--- src/itsm_pkg.sv ---
// ----------------------------------------------------------------------------
// itsm_pkg
// Shared types, widths and bit-interleave helpers for the implicit tile
// subtree / Morton index unit.
// ----------------------------------------------------------------------------
package itsm_pkg;

  localparam int LEVEL_W   = 5;
  localparam int COORD_W   = 21;
  localparam int MORTON_W  = 63;
  localparam int CFG_IDX_W = 1;
  localparam int CFG_W     = 5;

  // register indexes on the config port
  localparam logic [CFG_IDX_W-1:0] REG_TREE_KIND      = 1'd0;
  localparam logic [CFG_IDX_W-1:0] REG_SUBTREE_LEVELS = 1'd1;

  typedef struct packed {
    logic [LEVEL_W-1:0] tile_level;
    logic [COORD_W-1:0] tile_x;
    logic [COORD_W-1:0] tile_y;
    logic [COORD_W-1:0] tile_z;
  } tile_t;

  typedef struct packed {
    logic [LEVEL_W-1:0]  root_level;
    logic [COORD_W-1:0]  root_x;
    logic [COORD_W-1:0]  root_y;
    logic [COORD_W-1:0]  root_z;
    logic [MORTON_W-1:0] relative_morton;
    logic [MORTON_W-1:0] absolute_morton;
    logic                parent_valid;
    logic [LEVEL_W-1:0]  parent_level;
    logic [COORD_W-1:0]  parent_x;
    logic [COORD_W-1:0]  parent_y;
    logic [COORD_W-1:0]  parent_z;
  } result_t;

  // spread bit i to bit 2i
  function automatic logic [MORTON_W-1:0] interleave2(input logic [COORD_W-1:0] v);
    logic [MORTON_W-1:0] m;
    m = '0;
    for (int i = 0; i < COORD_W; i++) begin
      m[2*i] = v[i];
    end
    return m;
  endfunction

  // spread bit i to bit 3i
  function automatic logic [MORTON_W-1:0] interleave3(input logic [COORD_W-1:0] v);
    logic [MORTON_W-1:0] m;
    m = '0;
    for (int i = 0; i < COORD_W; i++) begin
      m[3*i] = v[i];
    end
    return m;
  endfunction

endpackage

--- src/itsm_level_split.sv ---
// ----------------------------------------------------------------------------
// itsm_level_split
// Clamps the subtree depth and splits a tile level into the levels left
// below the subtree root (level mod depth) with a short restoring divider.
// ----------------------------------------------------------------------------
module itsm_level_split
  import itsm_pkg::*;
#(
  parameter int MAX_LEVEL = 21
) (
  input  logic [LEVEL_W-1:0] level,
  input  logic [LEVEL_W-1:0] subtree_levels,
  output logic [LEVEL_W-1:0] left
);

  logic [LEVEL_W-1:0] depth;

  // depth zero acts as one, large depths saturate
  always_comb begin
    if (subtree_levels == '0) begin
      depth = LEVEL_W'(1);
    end else if (subtree_levels > LEVEL_W'(MAX_LEVEL)) begin
      depth = LEVEL_W'(MAX_LEVEL);
    end else begin
      depth = subtree_levels;
    end
  end

  // restoring remainder, one quotient bit per step
  always_comb begin
    logic [LEVEL_W-1:0]   rem;
    logic [2*LEVEL_W-1:0] dshift;
    rem = level;
    for (int k = LEVEL_W - 1; k >= 0; k--) begin
      dshift = {{LEVEL_W{1'b0}}, depth} << k;
      if ({{LEVEL_W{1'b0}}, rem} >= dshift) begin
        rem = rem - dshift[LEVEL_W-1:0];
      end
    end
    left = rem;
  end

endmodule

--- src/implicit_tile_subtree_morton_index_unit.sv ---
// ----------------------------------------------------------------------------
// implicit_tile_subtree_morton_index_unit
// Subtree root, relative and absolute Morton index and parent id of one
// implicit-tiling tile id, quadtree or octree.
// ----------------------------------------------------------------------------
// an accepted tile beat passes stage 1 and stage 2 into the result register
// throughput: one beat per cycle unless result_stall holds, three pipeline stages with valid bits
// stall from the result side backs up only as far as the stages are full
// reset: clears all stage valid bits, tree_kind to quadtree, subtree_levels to 1
module implicit_tile_subtree_morton_index_unit
  import itsm_pkg::*;
#(
  parameter int COORD_BITS = 21,
  parameter int MAX_LEVEL  = 21
) (
  input  logic                 clk,
  input  logic                 rst,
  input  logic                 cfg_we,
  input  logic [CFG_IDX_W-1:0] cfg_index,
  input  logic [CFG_W-1:0]     cfg_data,
  input  logic                 tile_valid,
  output logic                 tile_stall,
  input  tile_t                tile,
  output logic                 result_valid,
  input  logic                 result_stall,
  output result_t              result
);

  localparam logic [COORD_W-1:0] COORD_MASK = COORD_W'((64'd1 << COORD_BITS) - 64'd1);

  // config registers
  logic               tree_kind;
  logic [LEVEL_W-1:0] subtree_levels;

  always_ff @(posedge clk) begin
    if (rst) begin
      tree_kind      <= 1'b0;
      subtree_levels <= LEVEL_W'(1);
    end else if (cfg_we) begin
      case (cfg_index)
        REG_TREE_KIND:      tree_kind      <= cfg_data[0];
        REG_SUBTREE_LEVELS: subtree_levels <= cfg_data[LEVEL_W-1:0];
        default: ;
      endcase
    end
  end

  // stage advance chain
  logic s1_valid, s2_valid;
  logic adv1, adv2, adv3;

  assign adv3       = !result_valid || !result_stall;
  assign adv2       = !s2_valid || adv3;
  assign adv1       = !s1_valid || adv2;
  assign tile_stall = !adv1;

  // stage 1: levels left below the subtree root
  logic [LEVEL_W-1:0] left_c;

  itsm_level_split #(
    .MAX_LEVEL(MAX_LEVEL)
  ) u_split (
    .level         (tile.tile_level),
    .subtree_levels(subtree_levels),
    .left          (left_c)
  );

  logic [LEVEL_W-1:0] s1_level;
  logic [LEVEL_W-1:0] s1_left;
  logic [COORD_W-1:0] s1_x, s1_y, s1_z;
  logic               s1_octree;

  always_ff @(posedge clk) begin
    if (rst) begin
      s1_valid <= 1'b0;
    end else if (adv1) begin
      s1_valid <= tile_valid;
    end
  end

  always_ff @(posedge clk) begin
    if (adv1 && tile_valid) begin
      s1_level  <= tile.tile_level;
      s1_left   <= left_c;
      s1_x      <= tile.tile_x & COORD_MASK;
      s1_y      <= tile.tile_y & COORD_MASK;
      s1_z      <= tree_kind ? (tile.tile_z & COORD_MASK) : '0;
      s1_octree <= tree_kind;
    end
  end

  // stage 2: root shift, low-bit masks, parent id
  logic [COORD_W-1:0] low_mask;
  assign low_mask = ~({COORD_W{1'b1}} << s1_left);

  logic [LEVEL_W-1:0] s2_root_level;
  logic [COORD_W-1:0] s2_root_x, s2_root_y, s2_root_z;
  logic [COORD_W-1:0] s2_x, s2_y, s2_z;
  logic [COORD_W-1:0] s2_lx, s2_ly, s2_lz;
  logic               s2_has_parent;
  logic [LEVEL_W-1:0] s2_parent_level;
  logic [COORD_W-1:0] s2_parent_x, s2_parent_y, s2_parent_z;
  logic               s2_octree;

  always_ff @(posedge clk) begin
    if (rst) begin
      s2_valid <= 1'b0;
    end else if (adv2) begin
      s2_valid <= s1_valid;
    end
  end

  always_ff @(posedge clk) begin
    if (adv2 && s1_valid) begin
      s2_root_level   <= s1_level - s1_left;
      s2_root_x       <= s1_x >> s1_left;
      s2_root_y       <= s1_y >> s1_left;
      s2_root_z       <= s1_z >> s1_left;
      s2_x            <= s1_x;
      s2_y            <= s1_y;
      s2_z            <= s1_z;
      s2_lx           <= s1_x & low_mask;
      s2_ly           <= s1_y & low_mask;
      s2_lz           <= s1_z & low_mask;
      s2_has_parent   <= (s1_level != '0);
      s2_parent_level <= (s1_level != '0) ? s1_level - LEVEL_W'(1) : '0;
      s2_parent_x     <= (s1_level != '0) ? s1_x >> 1 : '0;
      s2_parent_y     <= (s1_level != '0) ? s1_y >> 1 : '0;
      s2_parent_z     <= (s1_level != '0) ? s1_z >> 1 : '0;
      s2_octree       <= s1_octree;
    end
  end

  // stage 3: bit interleave into the result register
  logic [MORTON_W-1:0] rel_c, abs_c;

  always_comb begin
    if (s2_octree) begin
      rel_c = interleave3(s2_lx) | (interleave3(s2_ly) << 1) | (interleave3(s2_lz) << 2);
      abs_c = interleave3(s2_x) | (interleave3(s2_y) << 1) | (interleave3(s2_z) << 2);
    end else begin
      rel_c = interleave2(s2_lx) | (interleave2(s2_ly) << 1);
      abs_c = interleave2(s2_x) | (interleave2(s2_y) << 1);
    end
  end

  always_ff @(posedge clk) begin
    if (rst) begin
      result_valid <= 1'b0;
    end else if (adv3) begin
      result_valid <= s2_valid;
    end
  end

  always_ff @(posedge clk) begin
    if (adv3 && s2_valid) begin
      result.root_level      <= s2_root_level;
      result.root_x          <= s2_root_x;
      result.root_y          <= s2_root_y;
      result.root_z          <= s2_root_z;
      result.relative_morton <= rel_c;
      result.absolute_morton <= abs_c;
      result.parent_valid    <= s2_has_parent;
      result.parent_level    <= s2_parent_level;
      result.parent_x        <= s2_parent_x;
      result.parent_y        <= s2_parent_y;
      result.parent_z        <= s2_parent_z;
    end
  end

`ifndef SYNTH
  // input side stalls only when every stage holds a beat
  a_stall_full: assert property (@(posedge clk) disable iff (rst)
    tile_stall |-> (s1_valid && s2_valid && result_valid && result_stall))
    else $error("tile stall with a free pipeline stage");

  // relative index uses a subset of the absolute index bits
  a_rel_subset: assert property (@(posedge clk) disable iff (rst)
    result_valid |-> ((result.relative_morton & ~result.absolute_morton) == '0))
    else $error("relative morton bit outside absolute morton");

  // no parent means an all-zero parent id
  a_no_parent: assert property (@(posedge clk) disable iff (rst)
    (result_valid && !result.parent_valid) |->
      (result.parent_level == '0 && result.parent_x == '0 &&
       result.parent_y == '0 && result.parent_z == '0))
    else $error("parent id not cleared at level zero");

  // a beat taken into an empty pipe shows up as a result beat after passing stages 1 and 2
  a_latency: assert property (@(posedge clk) disable iff (rst)
    (tile_valid && !tile_stall && !s1_valid && !s2_valid && !result_valid)
      |-> ##3 result_valid)
    else $error("result beat missing after three cycles");
`endif

endmodule
--- config.mk ---
export PLATFORM = sky130hd
export DESIGN_NAME = implicit_tile_subtree_morton_index_unit
export DESIGN_NICKNAME = d
export VERILOG_FILES = /design/src/itsm_pkg.sv /design/src/itsm_level_split.sv /design/src/implicit_tile_subtree_morton_index_unit.sv
export SDC_FILE = /design/constraint.sdc
export NUM_CORES = 1
export LEC_CHECK = 0
export BUFFER_PORTS_ARGS = -buffer_cell sky130_fd_sc_hd__buf_4
export CAP_MARGIN = 10
export CORE_MARGIN = 2
export CORE_UTILIZATION = 50
export CTS_CLUSTER_SIZE = 14
export DETAILED_ROUTE_END_ITERATION = 7
export PLACE_DENSITY_LB_ADDON = 0.2
export SYNTH_ARGS = -nofsm -noshare
export SYNTH_HDL_FRONTEND = slang
export SYNTH_SLANG_ARGS = --single-unit
--- constraint.sdc ---
create_clock -name clk -period 51.2 [get_ports clk]
set_clock_uncertainty 0.05 [all_clocks]
set_input_delay 2.56 -clock clk [delete_from_list [all_inputs] [get_ports clk]]
set_output_delay 2.56 -clock clk [all_outputs]
set_load 0.1 [all_outputs]
# [After elaboration in Yosys (flattened, before gate mapping)]
# Cells that the tools add are included.
[classes] n_addsub=7 n_lt_le_gt_ge=6 shifts=4 muxes=9 bitwise_logic=11 reduce_logical=15
[ops] op="63-bit 2-to-1 mux" count=2
[ops] op="62-bit by 63-bit bitwise OR with 63-bit output" count=2
[ops] op="61-bit by 62-bit bitwise OR with 62-bit output" count=2
[ops] op="41-bit by 42-bit bitwise OR with 42-bit output" count=2
[ops] op="21-bit bitwise AND" count=3
[ops] op="21-bit by 5-bit right shift with 21-bit output" count=3
[ops] op="5-bit 2-to-1 mux" count=7
[ops] op="5-bit subtractor" count=6
[ops] op="21-bit inverter" count=1
[ops] op="21-bit by 5-bit left shift with 21-bit output (first input constant)" count=1
[ops] op="5-bit by 9-bit >= comparator with 1-bit output" count=1
[ops] op="5-bit by 8-bit >= comparator with 1-bit output" count=1
[ops] op="5-bit by 7-bit >= comparator with 1-bit output" count=1
[ops] op="5-bit by 6-bit >= comparator with 1-bit output" count=1
[ops] op="5-bit >= comparator" count=1
[ops] op="5-bit > comparator (second input constant)" count=1
[ops] op="1-bit logical NOT" count=5
[ops] op="5-bit logical NOT" count=1
[ops] op="5-bit nonzero test" count=1
[ops] op="5-bit by 1-bit subtractor with 5-bit output (second input constant)" count=1
[ops] op="2-bit AND reduction" count=2
[ops] op="1-bit logical AND" count=3
[ops] op="1-bit logical OR" count=3
[ops] op="1-bit inverter" count=1
[word_totals] regBits=610 out_inout_bits=265

# [Logic depth before layout (Yosys ltp)]
[depth] ltp_word=13 ltp_mapped=30 ltp_nobuf=29

# [Modules after synthesis]
# A second synthesis with hierarchy kept.
[hier_totals] hier_cells=1410 area_unflattened_um2=24451.0
[by_module_without_submodules] mod="implicit_tile_subtree_morton_index_unit" n_inst=1 cells_per_inst=1315 area_per_inst_um2=23597.6
[by_module_without_submodules] mod="itsm_level_split" n_inst=1 cells_per_inst=95 area_per_inst_um2=853.3

# [Worst setup path before layout]
# No wires, ideal clock.
[synth_timing] kind="input to register" start="in result_stall" end="reg result[0] in the netlist's numbering (enable)" setup_time_ns=1.275 t_arrival_ns=21.267 t_required_ns=49.875 path_slack_ns=28.608 cell_stages=1 path_cell_list="a21boi_0"
[synth_between] elab_chain_cells=3
[synth_rtl] element="start: declaration" line="implicit_tile_subtree_morton_index_unit.sv:25" rtl="input logic result_stall,"
[synth_rtl] element="1-bit logical NOT" line="implicit_tile_subtree_morton_index_unit.sv:52" rtl="assign adv3 = !result_valid || !result_stall;"
[synth_rtl] element="1-bit logical OR" line="implicit_tile_subtree_morton_index_unit.sv:52"
[synth_rtl] element="1-bit logical AND" line="implicit_tile_subtree_morton_index_unit.sv:156" rtl="if (adv3 && s2_valid) begin"
[synth_rtl] element="end: declaration" line="implicit_tile_subtree_morton_index_unit.sv:26" rtl="output result_t result"
# No other way between the ends.
# A chain may end at the register's enable or synchronous reset.

# [Worst setup path in the final report]
[layout_timing] start="in tile[63] in the netlist's numbering" end="reg s1_left[2] (data pin)"
[layout_between] elab_chain_cells=10 word_cells_on_any_way=15 classes_between="5 x add/sub; 5 x order compare; 5 x mux"
[layout_rtl] element="start: declaration" line="implicit_tile_subtree_morton_index_unit.sv:23" rtl="input tile_t tile,"
[layout_rtl] element="5-bit by 9-bit >= comparator with 1-bit output / 5-bit subtractor (equally long branches)" line="itsm_level_split.sv:36, itsm_level_split.sv:37"
[layout_rtl] element="5-bit 2-to-1 mux (*)" line="itsm_level_split.sv:36" rtl="if ({{LEVEL_W{1'b0}}, rem} >= dshift) begin"
[layout_rtl] element="5-bit by 8-bit >= comparator with 1-bit output / 5-bit subtractor (equally long branches)" line="itsm_level_split.sv:36, itsm_level_split.sv:37"
[layout_rtl] element="5-bit 2-to-1 mux (*)" line="itsm_level_split.sv:36"
[layout_rtl] element="5-bit by 7-bit >= comparator with 1-bit output / 5-bit subtractor (equally long branches)" line="itsm_level_split.sv:36, itsm_level_split.sv:37"
[layout_rtl] element="5-bit 2-to-1 mux (*)" line="itsm_level_split.sv:36"
[layout_rtl] element="5-bit subtractor / 5-bit by 6-bit >= comparator with 1-bit output (equally long branches)" line="itsm_level_split.sv:37, itsm_level_split.sv:36"
[layout_rtl] element="5-bit 2-to-1 mux (*)" line="itsm_level_split.sv:36"
[layout_rtl] element="5-bit subtractor / 5-bit >= comparator (equally long branches)" line="itsm_level_split.sv:37, itsm_level_split.sv:36"
[layout_rtl] element="5-bit 2-to-1 mux (*)" line="itsm_level_split.sv:36"
[layout_rtl] element="via left_c[2]" line="implicit_tile_subtree_morton_index_unit.sv:58" rtl="logic [LEVEL_W-1:0] left_c;"
[layout_rtl] element="end signal: assignment" line="implicit_tile_subtree_morton_index_unit.sv:84" rtl="s1_left <= left_c;"
[layout_rtl] element="end: declaration" line="implicit_tile_subtree_morton_index_unit.sv:69" rtl="logic [LEVEL_W-1:0] s1_left;"
# The timed path passes the listed nets; every way through them passes the cells marked *.

==> reports/metrics.csv <==
metric,value,unit
status,completed,
cts_num_sinks,604,
clk_pin_slew,60,ps
cts_resized,0,
gr-total-overflow,0,
ys_top_cells_by_count,"edfxtp_1, nor2b_1, mux2_2, and2_1, nor2_1",
core_area,48600,µm²
ys.flop_type,edfxtp_1,
yosysUniqueCellTypes,66,
slowest_delay,670,ps
maxSlewViolCount,0,
insertion_delay,640,ps
yosys.area.top_type,edfxtp_1,
synth_area_leaders,"edfxtp_1, mux2_2, mux4_2",
drtPass1Iterations,5,
worstPathMaxFanout,8,
slew_headroom,0.241,
regMostFlops,result,
layout.nets,1916,
ys_seq_area_frac,0.737,
start_kind,primary input,
grt_pass1_wl,91400,µm
die_y,225,µm
cts_buffers,60,
drc,0,
path_class,in -> reg,
first_global_vias,13600,
tightest_slew,1140,ps
die_w,225,µm
syn_avg_cell_area,16.7,µm²
rr_worst_depth,26,
max-vdd-ir-drop,0.0324,mV
synthCells,1464,
postCtsHoldBufs,0,
p_leak,0.0109,µW
setup_viol,0,
rsz0062_at_grt,no,
cp_cell_sequence,buf_4 > nor3_1 > a21o_1 > a31oi_1 > ha_1 > nor2b_1 > o21a_1 > a31o_2 > nor2_1 > inv_1 > ha_1 > and4bb_2 > o31ai_1 > a21oi_1 > mux2i_1 > ha_1 > a21oi_1 > a41oi_1 > mux2i_1 > ha_1 > a311o_1 > o221ai_2 > mux2_2,
finalCriticalPeriod,8680,ps
vias,14200,
die_area,50800,µm²
grt_max_degree,192,
max_cap_violations,0,
endpoint,s1_left[2]$_DFFE_PP_,
io_buffers,340,
worstSetupStartpoint,tile[63],
root_buffer,clkbuf_16,
pwr_density_cell,49.7,nW/µm²
syn2layout_area_growth,20.7,%
wl_per_cell,25.8,µm
hold_violations,0,
endpoint_kind,flop,
rr_endpoint,s1_left[2]$_DFFE_PP_,
cts_tree,built,
fin_util,0.607,
drt_iter0_drc,1400,
placementRows,81,
synth_area,24500,µm²
vias_per_cell,5.71,
async_flop_share,0,
ys_ff_latch,604,
cp_slowest_cell,a41oi_1,
synth.most_common_cell,edfxtp_1,
antenna_found_initial,7,
ant_nets,0,
fmax,115,MHz
yosysWarnings,0,
hpwl,43500,µm
ctsLongestPathBuffers,3,
rrSetupSlack,43280,ps
drt_wl_total,64200,µm
synth-edff-count,595,
critPathArrivalTime,8980,ps
reg2reg_from,subtree_levels[4]$_SDFFE_PP0P_,
routabilityCongestion,0.906,
io_pins,344,
h-tree-depth,2,
cts_setup_buffers,0,
start_util,0.503,
min_path_type,reg -> reg,
finalSetupTns,0,ps
finalCritPeriodShare,0.169,
cp.required,51510,ps
grtUsageTotal,0.251,
drive_gt1_frac,0.313,
largest_reg_flops,260,
synth_top_area_share,0.730,
worst_path_most_repeated_cell,ha_1,
-- metrics by stage --
stage / instance area [µm²] / instances / hold slack [ps] / setup slack (ps) / power, µW
after global routing: 29500 / 2484 / 362 / 42150 / 1520
final: 29500 / 2486 / 354 / 42520 / 1470
after CTS: 29500 / 2482 / 361 / 42590 / 1470
after floorplan: 24500 / 1466 / 350 / 28610 / 944
after global placement: 27700 / 2372 / 351 / 42020 / 1050
after detailed placement: 27700 / 2372 / 355 / 41980 / 1040
-- where the power goes --
group / total [µW] / internal [µW] / switching [µW] / leakage [µW]
logic: 415 / 146 / 269 / 0.00425
clock network: 423 / 239 / 184 / 0.000927
registers: 630 / 603 / 26.4 / 0.00571
-- cell type report --
class                      count  area, µm²
tap                          622        778
inverter                      32        120
fill                        3686      19100
timing repair buffer         356       2700
sequential                   604      18000
clock buffer                  73       1570
antenna                        4       10.0
clock inverter                37        315
multi-input combinational    758       6010
-- worst min-delay path by stage --
stage                                            start               endpoint  slack, ps  depth (start not counted)
after detailed placement    s2_root_y[8]$_SDFFCE_PP0P_  result[224]$_DFFE_PP_        350                          0
after CTS                   s2_root_z[5]$_SDFFCE_PP0P_  result[200]$_DFFE_PP_        360                          0
after global placement             s1_octree$_DFFE_PP_    s2_octree$_DFFE_PP_        350                          0
after floorplan           s2_parent_z[0]$_SDFFCE_PN0P_    result[0]$_DFFE_PP_        350                          0
after global routing        s2_root_z[5]$_SDFFCE_PP0P_  result[200]$_DFFE_PP_        360                          0
final                       s2_root_z[5]$_SDFFCE_PP0P_  result[200]$_DFFE_PP_        350                          0
-- cells in the final DEF (no fill, tap or decap), types with 6 or more instances in the layout --
master and instances:
edfxtp_1 595, buf_4 354, nor2b_1 94, mux2_2 91
and2_1 89, nor2_1 86, nand2_1 66, clkbuf_16 61
mux2i_1 55, mux4_2 35, a21oi_1 32, inv_1 29
ha_1 21, a211oi_1 19, and3_1 17, clkinv_1 14
clkinv_2 13, o21ai_0 12, clkbuf_1 12, a31oi_1 11
nor3_1 9, dfxtp_1 9, o22a_1 8, xnor2_1 8
nand2b_1 7, a21o_1 7, o21a_1 7, nand3_1 7
o221ai_1 6
-- worst max-delay path: cells and delay by family --
kind                     cells  cell delay [ps]
buffers and inverters        2              240
AO/OA/AOI/OAI               10             2800
multiplexers                 3              960
AND/OR/NAND/NOR              4              960
adder cells (fa/ha/maj)      4             1460
-- kinds of logic (layout without fill, tap and decap cells) --
kind of cell	Yosys count	count (layout)	share of synthesized area
mux	184	184	0.0997
fa+ha+maj	25	25	0.0140
flops	604	604	0.737
compound gates	140	140	0.0402
other cells	1	7	0.000153
buf+inv	104	498	0.0194
xor+xnor	11	11	0.00393
simple gates	395	395	0.0856
-- per-layer routing --
| layer | part of all wire | global-route usage |
|---|---|---|
| met4 | 0.025 | 0.0741 |
| met3 | 0.081 | 0.0450 |
| met1 | 0.41 | 0.357 |
| met2 | 0.48 | 0.401 |
| met5 | 0 | 0 |
Power figures use the tool's default switching activity.
